<file path="config.mk">
export PLATFORM = sky130hd
export DESIGN_NAME = matrix_keypad_scanner
export DESIGN_NICKNAME = d
export VERILOG_FILES = /design/src/design/kpd_pkg.sv /design/src/design/kpd_decode.sv /design/src/design/matrix_keypad_scanner.sv
export VERILOG_INCLUDE_DIRS = /design/src /design/src/design
export SDC_FILE = /design/constraint.sdc
export NUM_CORES = 1
export LEC_CHECK = 0
export ABC_AREA = 1
export BUFFER_PORTS_ARGS = -buffer_cell sky130_fd_sc_hd__buf_2
export CAP_MARGIN = 20
export CORE_ASPECT_RATIO = 0.9
export CORE_MARGIN = 1
export CORE_UTILIZATION = 30
export CTS_CLUSTER_SIZE = 24
export DETAILED_ROUTE_END_ITERATION = 8
export GPL_TIMING_DRIVEN = 0
export PLACE_DENSITY = 0.47
export RECOVER_POWER = 25
export SYNTH_ARGS = -nofsm -noshare
export SYNTH_HDL_FRONTEND = slang
export SYNTH_HIERARCHICAL = 1
export SYNTH_SLANG_ARGS = --single-unit
</file>
<file path="constraint.sdc">
create_clock -name clk -period 6.1 [get_ports clk]
set_input_delay 1.22 -clock clk [delete_from_list [all_inputs] [get_ports clk]]
set_output_delay 1.22 -clock clk [all_outputs]
set_load 0.01 [all_outputs]
</file>
<file path="src/design/matrix_keypad_scanner_macros.svh">
// Assertion macros for the keypad scanner.
// Used by modules that take clk and arst_n; no other dependencies.
`ifndef MATRIX_KEYPAD_SCANNER_MACROS_SVH
`define MATRIX_KEYPAD_SCANNER_MACROS_SVH

// Same-cycle implication, disabled while reset is asserted
`define KPD_ASSERT_NOW(label, ante, cons, msg) \
	label: assert property (@(posedge clk) disable iff (!arst_n) (ante) |-> (cons)) \
		else $error(msg);

// Next-cycle implication, disabled while reset is asserted
`define KPD_ASSERT_NEXT(label, ante, cons, msg) \
	label: assert property (@(posedge clk) disable iff (!arst_n) (ante) |=> (cons)) \
		else $error(msg);

`endif

</file>
<file path="src/design/kpd_pkg.sv">
// Shared types, constants and helpers for the keypad scanner.
// No dependencies.
package kpd_pkg;

	localparam int NIBBLE_W = 4;
	localparam int KEY_W    = 5;
	localparam int DELAY_W  = 16;
	localparam int CFG_IDX_W = 2;

	localparam int S_TDATA_W = 16;
	localparam int M_TDATA_W = 8;

	localparam logic [CFG_IDX_W-1:0] CFG_REPEAT_EN = 2'd0;
	localparam logic [CFG_IDX_W-1:0] CFG_ACCEL_EN  = 2'd1;
	localparam logic [CFG_IDX_W-1:0] CFG_FIRST_DLY = 2'd2;
	localparam logic [CFG_IDX_W-1:0] CFG_NEXT_DLY  = 2'd3;

	localparam logic [DELAY_W-1:0] FIRST_DLY_RST = 16'd100;
	localparam logic [DELAY_W-1:0] NEXT_DLY_RST  = 16'd20;
	localparam logic [KEY_W-1:0]   KEY_NONE      = 5'd0;

	typedef struct packed {
		logic               repeat_en;
		logic               accel_en;
		logic [DELAY_W-1:0] first_dly;
		logic [DELAY_W-1:0] next_dly;
	} kpd_cfg_t;

	typedef struct packed {
		logic [KEY_W-1:0]   last_key;
		logic               released;
		logic [DELAY_W-1:0] hold_count;
		logic [DELAY_W-1:0] repeat_limit;
	} kpd_state_t;

	typedef struct packed {
		logic [NIBBLE_W-1:0] row_sample;
		logic [NIBBLE_W-1:0] line_second;
		logic [NIBBLE_W-1:0] line_first;
	} kpd_sample_t;

	function automatic logic one_hot4(input logic [NIBBLE_W-1:0] v);
		one_hot4 = (v != '0) && ((v & (v - 4'd1)) == '0);
	endfunction

	// lowest set bit position
	function automatic logic [1:0] bit_index4(input logic [NIBBLE_W-1:0] v);
		if (v[0])
			bit_index4 = 2'd0;
		else if (v[1])
			bit_index4 = 2'd1;
		else if (v[2])
			bit_index4 = 2'd2;
		else if (v[3])
			bit_index4 = 2'd3;
		else
			bit_index4 = 2'd0;
	endfunction

endpackage

</file>
<file path="src/design/kpd_decode.sv">
// Decode of one keypad scan sample and the next repeat/release state.
// Depends on kpd_pkg.
module kpd_decode (
	input  kpd_pkg::kpd_sample_t     sample,
	input  kpd_pkg::kpd_cfg_t        cfg,
	input  kpd_pkg::kpd_state_t      state_cur,
	output kpd_pkg::kpd_state_t      state_nxt,
	output logic [kpd_pkg::KEY_W-1:0] key_code
);

	logic [kpd_pkg::KEY_W-1:0]   key;
	logic [kpd_pkg::DELAY_W-1:0] hold_inc;

	assign key = {1'b0, kpd_pkg::bit_index4(sample.line_first), 2'b00}
		+ {3'b000, kpd_pkg::bit_index4(sample.row_sample)} + 5'd1;
	assign hold_inc = state_cur.hold_count + 16'd1;

	always_comb begin
		state_nxt = state_cur;
		key_code  = kpd_pkg::KEY_NONE;
		if (sample.line_first != sample.line_second) begin
			state_nxt.hold_count = '0;
		end else if (sample.line_first == '0) begin
			state_nxt.hold_count   = '0;
			state_nxt.released     = 1'b1;
			state_nxt.repeat_limit = cfg.first_dly;
		end else if (!kpd_pkg::one_hot4(sample.line_first)
				|| !kpd_pkg::one_hot4(sample.row_sample)) begin
			state_nxt.hold_count = '0;
		end else if (key != state_cur.last_key) begin
			state_nxt.last_key = key;
			state_nxt.released = 1'b0;
			key_code           = key;
		end else if (cfg.repeat_en) begin
			state_nxt.hold_count = hold_inc;
			if (hold_inc > state_cur.repeat_limit) begin
				state_nxt.hold_count = '0;
				if (cfg.accel_en && state_cur.repeat_limit == cfg.first_dly)
					state_nxt.repeat_limit = cfg.next_dly;
				key_code = key;
			end
		end else begin
			state_nxt.hold_count = '0;
			if (state_cur.released) begin
				state_nxt.released = 1'b0;
				key_code           = key;
			end
		end
	end

endmodule

</file>
<file path="src/design/matrix_keypad_scanner.sv">
// Top level of the 4x4 keypad scanner with auto-repeat.
// Depends on kpd_pkg, kpd_decode and matrix_keypad_scanner_macros.svh.
//
//   channel  | direction | payload
//   s_*      | in        | tdata: line_first, line_second, row_sample
//   m_*      | out       | tdata: key_code
//   cfg_*    | in        | cfg_index, cfg_data
//
// One sample per clock sustained while the output is not stalled. A request is
// registered at the input stage, decoded against the key state and written to
// the output register. Reset restores the register defaults and the key state.
// A stalled output holds the input stage; s_tready then drops once it is full.
`include "matrix_keypad_scanner_macros.svh"

module matrix_keypad_scanner (
	input  logic                             clk,
	input  logic                             arst_n,
	input  logic                             s_tvalid,
	output logic                             s_tready,
	// [3:0] line_first, [7:4] line_second, [11:8] row_sample, [15:12] zero
	input  logic [kpd_pkg::S_TDATA_W-1:0]    s_tdata,
	output logic                             m_tvalid,
	input  logic                             m_tready,
	// [4:0] key_code, [7:5] zero
	output logic [kpd_pkg::M_TDATA_W-1:0]    m_tdata,
	input  logic                             cfg_valid,
	output logic                             cfg_ready,
	input  logic [kpd_pkg::CFG_IDX_W-1:0]    cfg_index,
	input  logic [kpd_pkg::DELAY_W-1:0]      cfg_data
);

	kpd_pkg::kpd_cfg_t    cfg_q;
	kpd_pkg::kpd_state_t  state_q;
	kpd_pkg::kpd_state_t  state_nxt;
	kpd_pkg::kpd_sample_t sample_s1;
	logic                 valid_s1;
	logic                 advance;
	logic [kpd_pkg::KEY_W-1:0] key_nxt;
	logic [kpd_pkg::KEY_W-1:0] key_s2;
	logic                 valid_s2;

	assign advance   = valid_s1 && (!valid_s2 || m_tready);
	assign s_tready  = !valid_s1 || advance;
	assign cfg_ready = 1'b1;
	assign m_tvalid  = valid_s2;
	assign m_tdata   = {3'b000, key_s2};

	always_ff @(posedge clk or negedge arst_n) begin
		if (!arst_n) begin
			cfg_q.repeat_en <= 1'b1;
			cfg_q.accel_en  <= 1'b1;
			cfg_q.first_dly <= kpd_pkg::FIRST_DLY_RST;
			cfg_q.next_dly  <= kpd_pkg::NEXT_DLY_RST;
		end else if (cfg_valid) begin
			case (cfg_index)
				kpd_pkg::CFG_REPEAT_EN: cfg_q.repeat_en <= cfg_data[0];
				kpd_pkg::CFG_ACCEL_EN:  cfg_q.accel_en  <= cfg_data[0];
				kpd_pkg::CFG_FIRST_DLY: cfg_q.first_dly <= cfg_data;
				kpd_pkg::CFG_NEXT_DLY:  cfg_q.next_dly  <= cfg_data;
				default: ;
			endcase
		end
	end

	always_ff @(posedge clk or negedge arst_n) begin
		if (!arst_n)
			valid_s1 <= 1'b0;
		else if (s_tready)
			valid_s1 <= s_tvalid;
	end

	always_ff @(posedge clk) begin
		if (s_tvalid && s_tready)
			sample_s1 <= s_tdata[3*kpd_pkg::NIBBLE_W-1:0];
	end

	kpd_decode u_decode (
		.sample    (sample_s1),
		.cfg       (cfg_q),
		.state_cur (state_q),
		.state_nxt (state_nxt),
		.key_code  (key_nxt)
	);

	always_ff @(posedge clk or negedge arst_n) begin
		if (!arst_n) begin
			state_q.last_key     <= kpd_pkg::KEY_NONE;
			state_q.released     <= 1'b1;
			state_q.hold_count   <= '0;
			state_q.repeat_limit <= '0;
		end else if (advance) begin
			state_q <= state_nxt;
		end
	end

	always_ff @(posedge clk or negedge arst_n) begin
		if (!arst_n)
			valid_s2 <= 1'b0;
		else if (advance)
			valid_s2 <= 1'b1;
		else if (m_tready)
			valid_s2 <= 1'b0;
	end

	always_ff @(posedge clk) begin
		if (advance)
			key_s2 <= key_nxt;
	end

	`KPD_ASSERT_NOW(a_key_range, m_tvalid, m_tdata <= 8'd16, "key_code out of range")
	`KPD_ASSERT_NEXT(a_s1_hold, valid_s1 && valid_s2 && !m_tready, valid_s1,
		"input stage dropped while output stalled")
	`KPD_ASSERT_NOW(a_release_report, $fell(state_q.released),
		m_tvalid && m_tdata != 8'd0, "released cleared without a key report")
	`KPD_ASSERT_NOW(a_last_key_range, 1'b1, state_q.last_key <= 5'd16,
		"last key out of range")

endmodule

</file>
==> flow_metrics.tcl, run 1 <==
set metrics [dict create \
    outcome "complete, but fails checks" \
    violations "capacitance limit, slew limit" \
    finalSetupViolations 0 \
    vias 5155 \
    fmax_ghz 0.287 \
    crit_chain "nand2_1 > nor2_1 > nand2_1 > nor2_1 > xor2_1 > inv_1 > ha_1 > nand4_1 > nor3_1 > nand3_1 > nand2_1 > nand2_1 > o21ai_0 > o21ai_0 > nor2_1 > nand3_1 > nand2_1" \
    port_buffers 41 \
    dr.pass1.iters 5 \
    power.density_mw_per_mm2 273 \
    min_to "cfg_q[32]" \
    yosysTopAreaCell "dfrtp_1" \
    postCtsSetupBuffers 0 \
    rows 48 \
    worstPathMaxFanout 9 \
    grt_max_degree 45 \
    tightestPinTransition_ns 1.85 \
    synth.area.top_cells "dfrtp_1, nand2_1, edfxtp_1" \
    ant_nets 0 \
    yosysTopAreaCellShare_pct 28.3 \
    dr.first_iter.drc_count 301 \
    cts_tree "yes" \
    cts.sinks 91 \
    track_usage_pct 17.2 \
    finalCritPeriodShare_pct 57.2 \
    crit_slowest_cell "dfrtp_1" \
    r2r_setup_slack_ns 2.61 \
    insertion_delay_ns 0.36 \
    cts_made_buffers 9 \
    antenna_cells 0 \
    maxCapViolCount 1 \
    wl_um 16100 \
    core-area_sq_mm 0.0192 \
    syn_to_final_growth_pct 14.6 \
    drc 0 \
    ys_warn_count 6 \
    cts_buffer_depth 2 \
    die_h_um 134 \
    die_w_um 149 \
    relSlewSlack_pct -23.2 \
    synth.avg_cell_area_sq_um 7.27 \
    endpoint_kind "flip-flop" \
    cp_data_arrival_time_ns 3.78 \
    cts.htree.levels 3 \
    die-area_sq_mm 0.0200 \
    synth_cells 804 \
    cts_resized 0 \
    hold_path_class "flip-flop to flip-flop" \
    synth_ff_type "dfrtp_1" \
    synth-edff-count 17 \
    crit_type "flip-flop to flip-flop" \
    r2r_start "state_q[18]" \
    hpwl_um 12100 \
    syn-cell-area_sq_mm 0.00585 \
    hp-start "cfg_q[32]" \
    nNetsFinal 916 \
    grt_pass1_vias 4898 \
    start_util_pct 30.5 \
    cts.clk_slew.worst_paths_ns 0.07 \
    grt_first_pass_wirelength_um 26400 \
    wl_per_cell_um 14.5 \
    seq_area_frac_synth_pct 40.6 \
    start_kind "flip-flop" \
    grt_overflow 0 \
    fin_ws_ns 2.61 \
    rsz0062_at_grt "false" \
    ios 50 \
    layout_min_cycle_time_ns 3.49 \
    cts_root_buffer "clkbuf_16" \
    synth_cell_types 41 \
    dp.cells 1098 \
    cp_slowest_stage_delay_ns 0.46 \
    hold_viol_final 0 \
    fin_tns_setup_ns 0 \
    gp_congestion 0.852 \
    drv_slew 31 \
    hold_depth 2 \
    hold_buffers 0 \
    leakage_nw 3.48 \
    ys_ff_latch 91 \
    fin_area_sq_mm 0.00670 \
    synth-async-reset-ratio_pct 81.3 \
    layout-drive-gt1-share_pct 13.8 \
    total_power_w 0.00183 \
    cpMostUsedCell "nand2_1" \
    final_cells 1114 \
    ir_worst_vdd_mv 0.146 \
    skew_ns 0.0164 \
    fillers 2073 \
    required_ns 6.39 \
    dpl_worst_slack_ns 2.59 \
    timing.rr.end "state_q[19]" \
    post_dp_cell_area_sq_mm 0.00640 \
    vias_per_cell 4.63 \
    antenna_found_initial 0 \
    ff2ff_path_depth 17 \
]
[state kept, by name, summed over array words and instances, names as in the netlist]
name	cells
key_s2	5
cfg_q	34
valid_s1	1
m_tvalid	1
state_q	38
sample_s1	12
[metrics by stage]
stage	hold WS, ns	util (%)
2_1_floorplan	0.440	-
3_3_place_gp	0.460	33.3
3_5_place_dp	0.465	33.4
4_1_cts	0.477	35.0
5_1_grt	0.501	35.0
6_report	0.470	35.0
[cells in the final DEF, fill, tap and decap left out, types with 2 or more instances in the layout]
| cell type | count |
|---|---|
| nor2_4 | 2 |
| xor2_1 | 17 |
| edfxtp_1 | 17 |
| nand2_2 | 2 |
| nor2_1 | 49 |
| inv_1 | 99 |
| a22oi_1 | 16 |
| nand3_2 | 4 |
| nand4_1 | 27 |
| a21oi_1 | 13 |
| o21ai_2 | 6 |
| buf_1 | 2 |
| nand2_1 | 263 |
| dfrtp_1 | 66 |
| nor3_1 | 3 |
| o21ai_0 | 30 |
| inv_6 | 2 |
| clkbuf_16 | 9 |
| ha_1 | 18 |
| inv_8 | 2 |
| buf_4 | 14 |
| clkbuf_1 | 5 |
| o22ai_1 | 2 |
| inv_2 | 4 |
| conb_1 | 4 |
| nand3_1 | 89 |
| o21ai_1 | 16 |
| a21oi_2 | 2 |
| dfstp_2 | 8 |
| buf_2 | 55 |
[logic make-up after synthesis]
family / Yosys count / share of synthesized area (%)
fa+ha+maj: 18 / 3.85
buf+inv: 139 / 10.3
flops: 91 / 40.6
simple gates: 447 / 33.5
other cells: 2 / 0.128
xor+xnor: 18 / 2.70
compound gates: 89 / 9.01
[worst max-delay path: cells and delay by family (launching register included)]
kind,cells,cell delay (ns)
AND/OR/NAND/NOR,12,1.90
flip-flops,1,0.46
AO/OA/AOI/OAI,2,0.42
adder cells (fa/ha/maj),1,0.30
XOR/XNOR,1,0.26
buffers and inverters,1,0.08
[where the power goes]
part / leakage, nW / switching (W) / internal [W]
combinational: 2.21 / 0.000329 / 0.000155
clock: 0.151 / 0.000275 / 0.000301
sequential: 1.13 / 0.0000669 / 0.000701
[layout make-up]
type | instances | area [sq um] | share of cell area, %
Clock inverter | 6 | 62.6 | 0.934
Inverter | 103 | 387 | 5.77
Buffer | 36 | 214 | 3.19
Multi-Input combinational cell | 576 | 2880 | 43.0
Tap cell | 250 | 313 | 4.67
Timing Repair Buffer | 42 | 231 | 3.46
Clock buffer | 10 | 239 | 3.57
Sequential cell | 91 | 2370 | 35.4
[worst max-delay path by stage]
stage,startpoint,end,slack (ns),cells after the start
final,state_q[18],state_q[19],2.61,17
after global routing,state_q[18],state_q[22],2.12,17
after CTS,state_q[18],state_q[19],2.56,17
after detailed placement,state_q[18],state_q[19],2.59,17
after global placement,state_q[16],state_q[19],2.57,17
after floorplan,state_q[16],state_q[10],3.31,19
[synth_stat cells (2+ instances only)]
cell / n
o22ai_1: 2
a22oi_1: 16
inv_2: 4
clkbuf_1: 4
nand2_1: 263
nand3_2: 4
nand4_1: 27
o21ai_0: 30
nor2_4: 2
inv_1: 99
o21ai_1: 16
a21oi_1: 13
buf_2: 15
buf_4: 14
xor2_1: 17
nand2_2: 2
nand3_1: 89
edfxtp_1: 17
nor3_1: 3
nor2_1: 49
dfrtp_1: 66
buf_1: 2
conb_1: 2
a21oi_2: 2
ha_1: 18
dfstp_2: 8
o21ai_2: 6
[layer usage]
layer  global-route usage (%)  part of all wire (%)
met1                     24.8                    52
met2                     26.2                    43
met3                     2.79                   3.0
met4                     4.93                   1.2
met5                        0                     0
(Power assumes the default switching activity.)
==> run 2, diff against run 1 <==
- clock period: 6.1 -> 3.3 ns (I/O delays scaled with it)
==> run 2 against run 1 <==
The run still ends with capacitance limit, slew limit left. Fmax increased by 13%. Via count increased by 1.6%. Worst hold slack about the same. Wire length increased by 1.3%. Critical path depth increased by 3. Critical endpoint is now state_q[10].
==> flow_metrics.tcl, run 2 (synthesis gave the netlist of run 1 again) <==
set metrics [dict create \
    fin_tns_setup_ns 0 \
    cp_slowest_stage_delay_ns 0.42 \
    fmax_ghz 0.324 \
    endpoint_kind "flip-flop" \
    hold_viol_final 0 \
    ios 50 \
    violations "capacitance limit, slew limit" \
    rsz0062_at_grt "true" \
    die_h_um 134 \
    cts_buffer_depth 2 \
    skew_ns 0.0162 \
    required_ns 3.58 \
    grt_pass1_vias 4922 \
    crit_type "flip-flop to flip-flop" \
    reg.largest.list "state_q (38), cfg_q (34), sample_s1 (12)" \
    final_cell_mix "nand2_1, inv_1, nand3_1, dfrtp_1, buf_2" \
    vias 5235 \
    drc 0 \
    regMostFlops "state_q" \
    worstPathMaxFanout 10 \
    largest_register_ff_count 38 \
    finalSetupViolations 0 \
    relSlewSlack_pct -13.3 \
    crit_chain "ha_4 > nand3_2 > nor4_4 > nand2_1 > nand2_1 > inv_1 > ha_1 > nand2_1 > nor3_2 > nand2_1 > nand2_1 > nand3_2 > nor2_4 > nand2_4 > buf_6 > nand2_1 > nand3_1 > nand2_1 > nand3_1 > nand2_1" \
    layout-drive-gt1-share_pct 16.8 \
    track_usage_pct 17.2 \
    hpwl_um 12100 \
    die_w_um 149 \
    power_switching_w 0.00126 \
    netSwitchingFraction_pct 37.0 \
    grt_first_pass_wirelength_um 26400 \
    gp_congestion 0.852 \
    combPwrFrac_pct 27.2 \
    power.density_mw_per_mm2 499 \
    cts.sinks 91 \
    fillers 2069 \
    cts_root_buffer "clkbuf_16" \
    cpMostUsedCell "nand2_1" \
    fin_area_sq_mm 0.00683 \
    syn_to_final_growth_pct 16.9 \
    nNetsFinal 923 \
    antenna_cells 0 \
    final_common_cell "nand2_1" \
    cts.clk_slew.worst_paths_ns 0.07 \
    core-area_sq_mm 0.0192 \
    start_kind "flip-flop" \
    dr.first_iter.drc_count 343 \
    antenna_found_initial 0 \
    p_seq_share_pct 41.6 \
    wl_um 16300 \
    cts_made_buffers 9 \
    p_clk_share_pct 31.2 \
    tightestPinTransition_ns 1.70 \
    die-area_sq_mm 0.0200 \
    finalCritPeriodShare_pct 93.6 \
    grt_max_degree 45 \
    holdWs_ns 0.469 \
    wl_per_cell_um 14.5 \
    dr.pass1.iters 5 \
    crit_slowest_cell "dfrtp_1" \
    insertion_delay_ns 0.36 \
    ant_nets 0 \
    cts_tree "yes" \
    rows 48 \
    grt_overflow 0 \
    dpl_worst_slack_ns -0.212 \
    hold_path_class "flip-flop to flip-flop" \
    internal-power_w 0.00215 \
    cp_data_arrival_time_ns 3.37 \
    vias_per_cell 4.67 \
    fin_ws_ns 0.212 \
    maxCapViolCount 1 \
    drv_slew 32 \
    ir_worst_vdd_mv 0.276 \
    port_buffers 41 \
    hold_buffers 0 \
    cts.htree.levels 3 \
    layout_min_cycle_time_ns 3.09 \
    outcome "complete, but fails checks" \
    post_dp_cell_area_sq_mm 0.00640 \
    start_util_pct 30.5 \
    leakage_nw 3.53 \
]
-- run 2: per-stage QoR --
step	utilization (%)	power [W]	cells
final	35.7	0.00341	1121
after global routing	35.7	0.00363	1121
after CTS	35.1	0.00345	1115
after detailed placement	33.4	0.00234	1098
after global placement	33.3	0.00234	1097
after floorplan	-	0.00203	806
-- run 2: area by class of cell --
| cell class | count | area [sq um] | share of cell area (%) |
|---|---|---|---|
| plain buffers | 36 | 214 | 3.13 |
| flip-flops and latches | 91 | 2380 | 34.8 |
| clock buffers | 10 | 239 | 3.50 |
| repair buffers | 49 | 262 | 3.83 |
| inverters | 103 | 387 | 5.66 |
| clock inverters | 6 | 62.6 | 0.916 |
| well taps | 250 | 313 | 4.58 |
| multi-input cells | 576 | 2980 | 43.6 |
-- run 2: power by group through the flow --
stage          sequential [W]  combinational (W)  clock (W)
3_3_place_gp          0.00144           0.000898          0
5_1_grt               0.00144            0.00105    0.00114
2_1_floorplan         0.00140           0.000632          0
3_5_place_dp          0.00144           0.000904          0
4_1_cts               0.00142           0.000932    0.00110
6_report              0.00142           0.000927    0.00106
-- run 2: layer usage --
layer  GRT usage, %  part of all wire [%]
met2           26.1                    43
met5              0                     0
met1           24.8                    52
met4           5.33                   1.5
met3           2.79                   3.5
-- run 2: repair_timing --
action                     CTS  global route
resized for setup            7            19
setup endpoints to repair   24            25
cloned                       0             0
setup buffers                1             6
pin swaps                    1             6
-- run 2: worst paths after layout --
| path | from | endpoint | slack (ns) | cells after the start |
|---|---|---|---|---|
| worst max register to register | state_q[16] | state_q[10] | 0.21 | 20 |
| worst max-delay path | state_q[16] | state_q[10] | 0.21 | 20 |
| worst min register to register | cfg_q[32] | cfg_q[32] | 0.47 | 2 |
| min in group asynchronous | arst_n | cfg_q[10] | 0.73 | 1 |
| max in group asynchronous | arst_n | state_q[15] | 0.63 | 2 |
| worst min-delay path | cfg_q[32] | cfg_q[32] | 0.47 | 2 |
-- run 2: worst max-delay path: cells and delay by family, from the launching register on --
kind          cells  cell delay [ns]
flops             1             0.42
fa+ha+maj         2             0.45
simple gates     16             1.90
buf+inv           2             0.22
==> run 3, diff against run 2 <==
- CORE_MARGIN: 1 -> not set
- CORE_UTILIZATION: 30 -> 33
- PLACE_DENSITY: 0.47 -> 0.5
- TNS_END_PERCENT: not set -> 30
==> run 3 against run 2 <==
The flow now finishes without violations. Critical path depth decreased by 3. Sequential power about the same. Cell area is 0.15% higher. Cell count fell by 1.4%. Clock power is 8% higher. Die area decreased by 9.0%. Clock skew fell by 0.0053 ns. Critical path type unchanged. Largest cell class unchanged.
==> flow_metrics.tcl, run 3 (synthesis gave the netlist of run 1 again) <==
set metrics [dict create \
    outcome "finished, final reports clean" \
    start_kind "flip-flop" \
    layout-drive-gt1-share_pct 17.2 \
    largest_register_ff_count 38 \
    multiInputGateArea_sq_mm 0.00298 \
    fin_area_sq_mm 0.00684 \
    start_util_pct 34.2 \
    use_met3_pct 3.25 \
    crit_type "flip-flop to flip-flop" \
    hpwl_um 11800 \
    ant_nets 0 \
    final_common_cell "nand2_1" \
    relSlewSlack_pct 8.44 \
    leakage_nw 3.53 \
    grt.busiest_layer "met2" \
    antenna_found_initial 0 \
    fmax_ghz 0.328 \
    tightestPinTransition_ns 1.37 \
    hold_buffers 0 \
    vias_per_cell 4.77 \
    rows 45 \
    die-area_sq_mm 0.0183 \
    cp_top_family "simple AND/OR/NAND/NOR gates" \
    die_h_um 128 \
    finalSetupViolations 0 \
    cp_slowest_stage_delay_ns 0.42 \
    vias 5270 \
    cts.htree.levels 3 \
    cts.sinks 91 \
    dp.cells 1083 \
    grt_first_pass_wirelength_um 26600 \
    fin_ws_ns 0.255 \
    reg.largest.list "state_q (38), cfg_q (34), sample_s1 (12)" \
    crit_chain "nand2_1 > nor2_4 > nand2_2 > nor2_2 > xor2_1 > inv_1 > ha_1 > nand4_1 > nor3_2 > nand3_1 > nand2_4 > nand2_2 > o21ai_0 > o21ai_0 > nor2_1 > nand3_1 > nand2_1" \
    hold_viol_final 0 \
    cp_data_arrival_time_ns 3.33 \
    fillers 1843 \
    cts_root_buffer "clkbuf_16" \
    cts_tree "yes" \
    final_cells 1105 \
    grt_overflow 0 \
    holdWs_ns 0.471 \
    skew_ns 0.0109 \
    fin_tns_setup_ns 0 \
    track_usage_pct 18.8 \
    syn_to_final_growth_pct 17.0 \
    grtUsageMet1_pct 27.7 \
    antenna_cells 0 \
    wl_per_cell_um 14.3 \
    hold_path_class "flip-flop to flip-flop" \
    power.density_mw_per_mm2 516 \
    cp_num_buf_inv 1 \
    gp_congestion 0.865 \
    maxCapViolCount 0 \
    finalCritPeriodShare_pct 92.3 \
    grt_pass1_vias 5058 \
    rsz0062_at_grt "false" \
    required_ns 3.58 \
    nNetsFinal 922 \
    ir_worst_vdd_mv 0.332 \
    wl_um 15800 \
    dr.pass1.iters 5 \
    cts.clk_slew.worst_paths_ns 0.07 \
    port_buffers 41 \
    regArea_sq_mm 0.00238 \
    layout_min_cycle_time_ns 3.05 \
    worstPathMaxFanout 9 \
    dr.first_iter.drc_count 317 \
    grt_max_degree 51 \
    die_w_um 142 \
    crit_slowest_cell "dfrtp_2" \
    endpoint_kind "flip-flop" \
    regMostFlops "state_q" \
    dpl_worst_slack_ns -0.202 \
    insertion_delay_ns 0.36 \
    cts_made_buffers 9 \
    met2_usage_pct 28.2 \
    ios 50 \
    final_cell_mix "nand2_1, inv_1, nand3_1, dfrtp_1, buf_2" \
    core-area_sq_mm 0.0171 \
    drv_slew 0 \
    drc 0 \
    cts_buffer_depth 2 \
    post_dp_cell_area_sq_mm 0.00638 \
]
## run 3: changes by cell type in the layout (fill, tap and decap cells not counted), moves of 2 or more
cell / previous run / this run
dfrtp_1: 62 / 58
o21ai_1: 18 / 16
nor2_2: 2 / 4
o21ai_0: 28 / 30
dfrtp_2: 4 / 8
## run 3: layout make-up
type,count,share of cell area (%)
plain buffers,36,3.13
clock inverters,5,0.933
repair buffers,48,3.71
multi-input cells,576,43.6
well taps,235,4.30
inverters,103,5.65
flip-flops and latches,91,34.8
clock buffers,11,3.86
## run 3: path summary, 6_finish.rpt
kind / start / endpoint / slack (ns) / depth (start not counted)
max: state_q[18] / state_q[19] / 0.25 / 17
min: cfg_q[22] / cfg_q[22] / 0.47 / 2
max reg2reg: state_q[18] / state_q[19] / 0.25 / 17
min reg2reg: cfg_q[22] / cfg_q[22] / 0.47 / 2
max in group asynchronous: arst_n / state_q[16] / 0.70 / 2
min in group asynchronous: arst_n / state_q[35] / 0.60 / 1
## run 3: worst register-to-register path, delay by kind of cell (launching register included)
kind | cells | cell delay [ns]
DFF | 1 | 0.42
AOI/OAI and AO/OA | 2 | 0.33
and+or+nand+nor | 12 | 1.63
adders and majority gates | 1 | 0.29
buffers and inverters | 1 | 0.09
xor gates and xnor gates | 1 | 0.21
## run 3: per-layer routing
layer	vias up	share of wire, %	routed length [um]
met5	-	0	0
met4	0	1.2	182
met3	11	3.4	544
met2	101	43	6780
met1	2446	53	8300
li1	2712	-	-
## run 3: power breakdown
group          total [W]  internal [W]  switching (W)
Clock            0.00114      0.000664       0.000479
Sequential       0.00142       0.00130       0.000120
Combinational   0.000969      0.000312       0.000657
Total            0.00353       0.00227        0.00126
## run 3: what timing repair did
action	4_1_cts	5_1_grt
gates resized for setup	4	26
setup buffers	2	4
pin swaps	1	5
endpoints found under the hold margin	0	0
setup endpoints to repair	25	32
gates cloned	0	0
## run 3: stage by stage
| stage | util [%] | total power, W |
|---|---|---|
| 2_1_floorplan | - | 0.00203 |
| 3_3_place_gp | 37.1 | 0.00233 |
| 3_5_place_dp | 37.3 | 0.00234 |
| 4_1_cts | 39.4 | 0.00351 |
| 5_1_grt | 40.0 | 0.00376 |
| 6_report | 40.0 | 0.00353 |
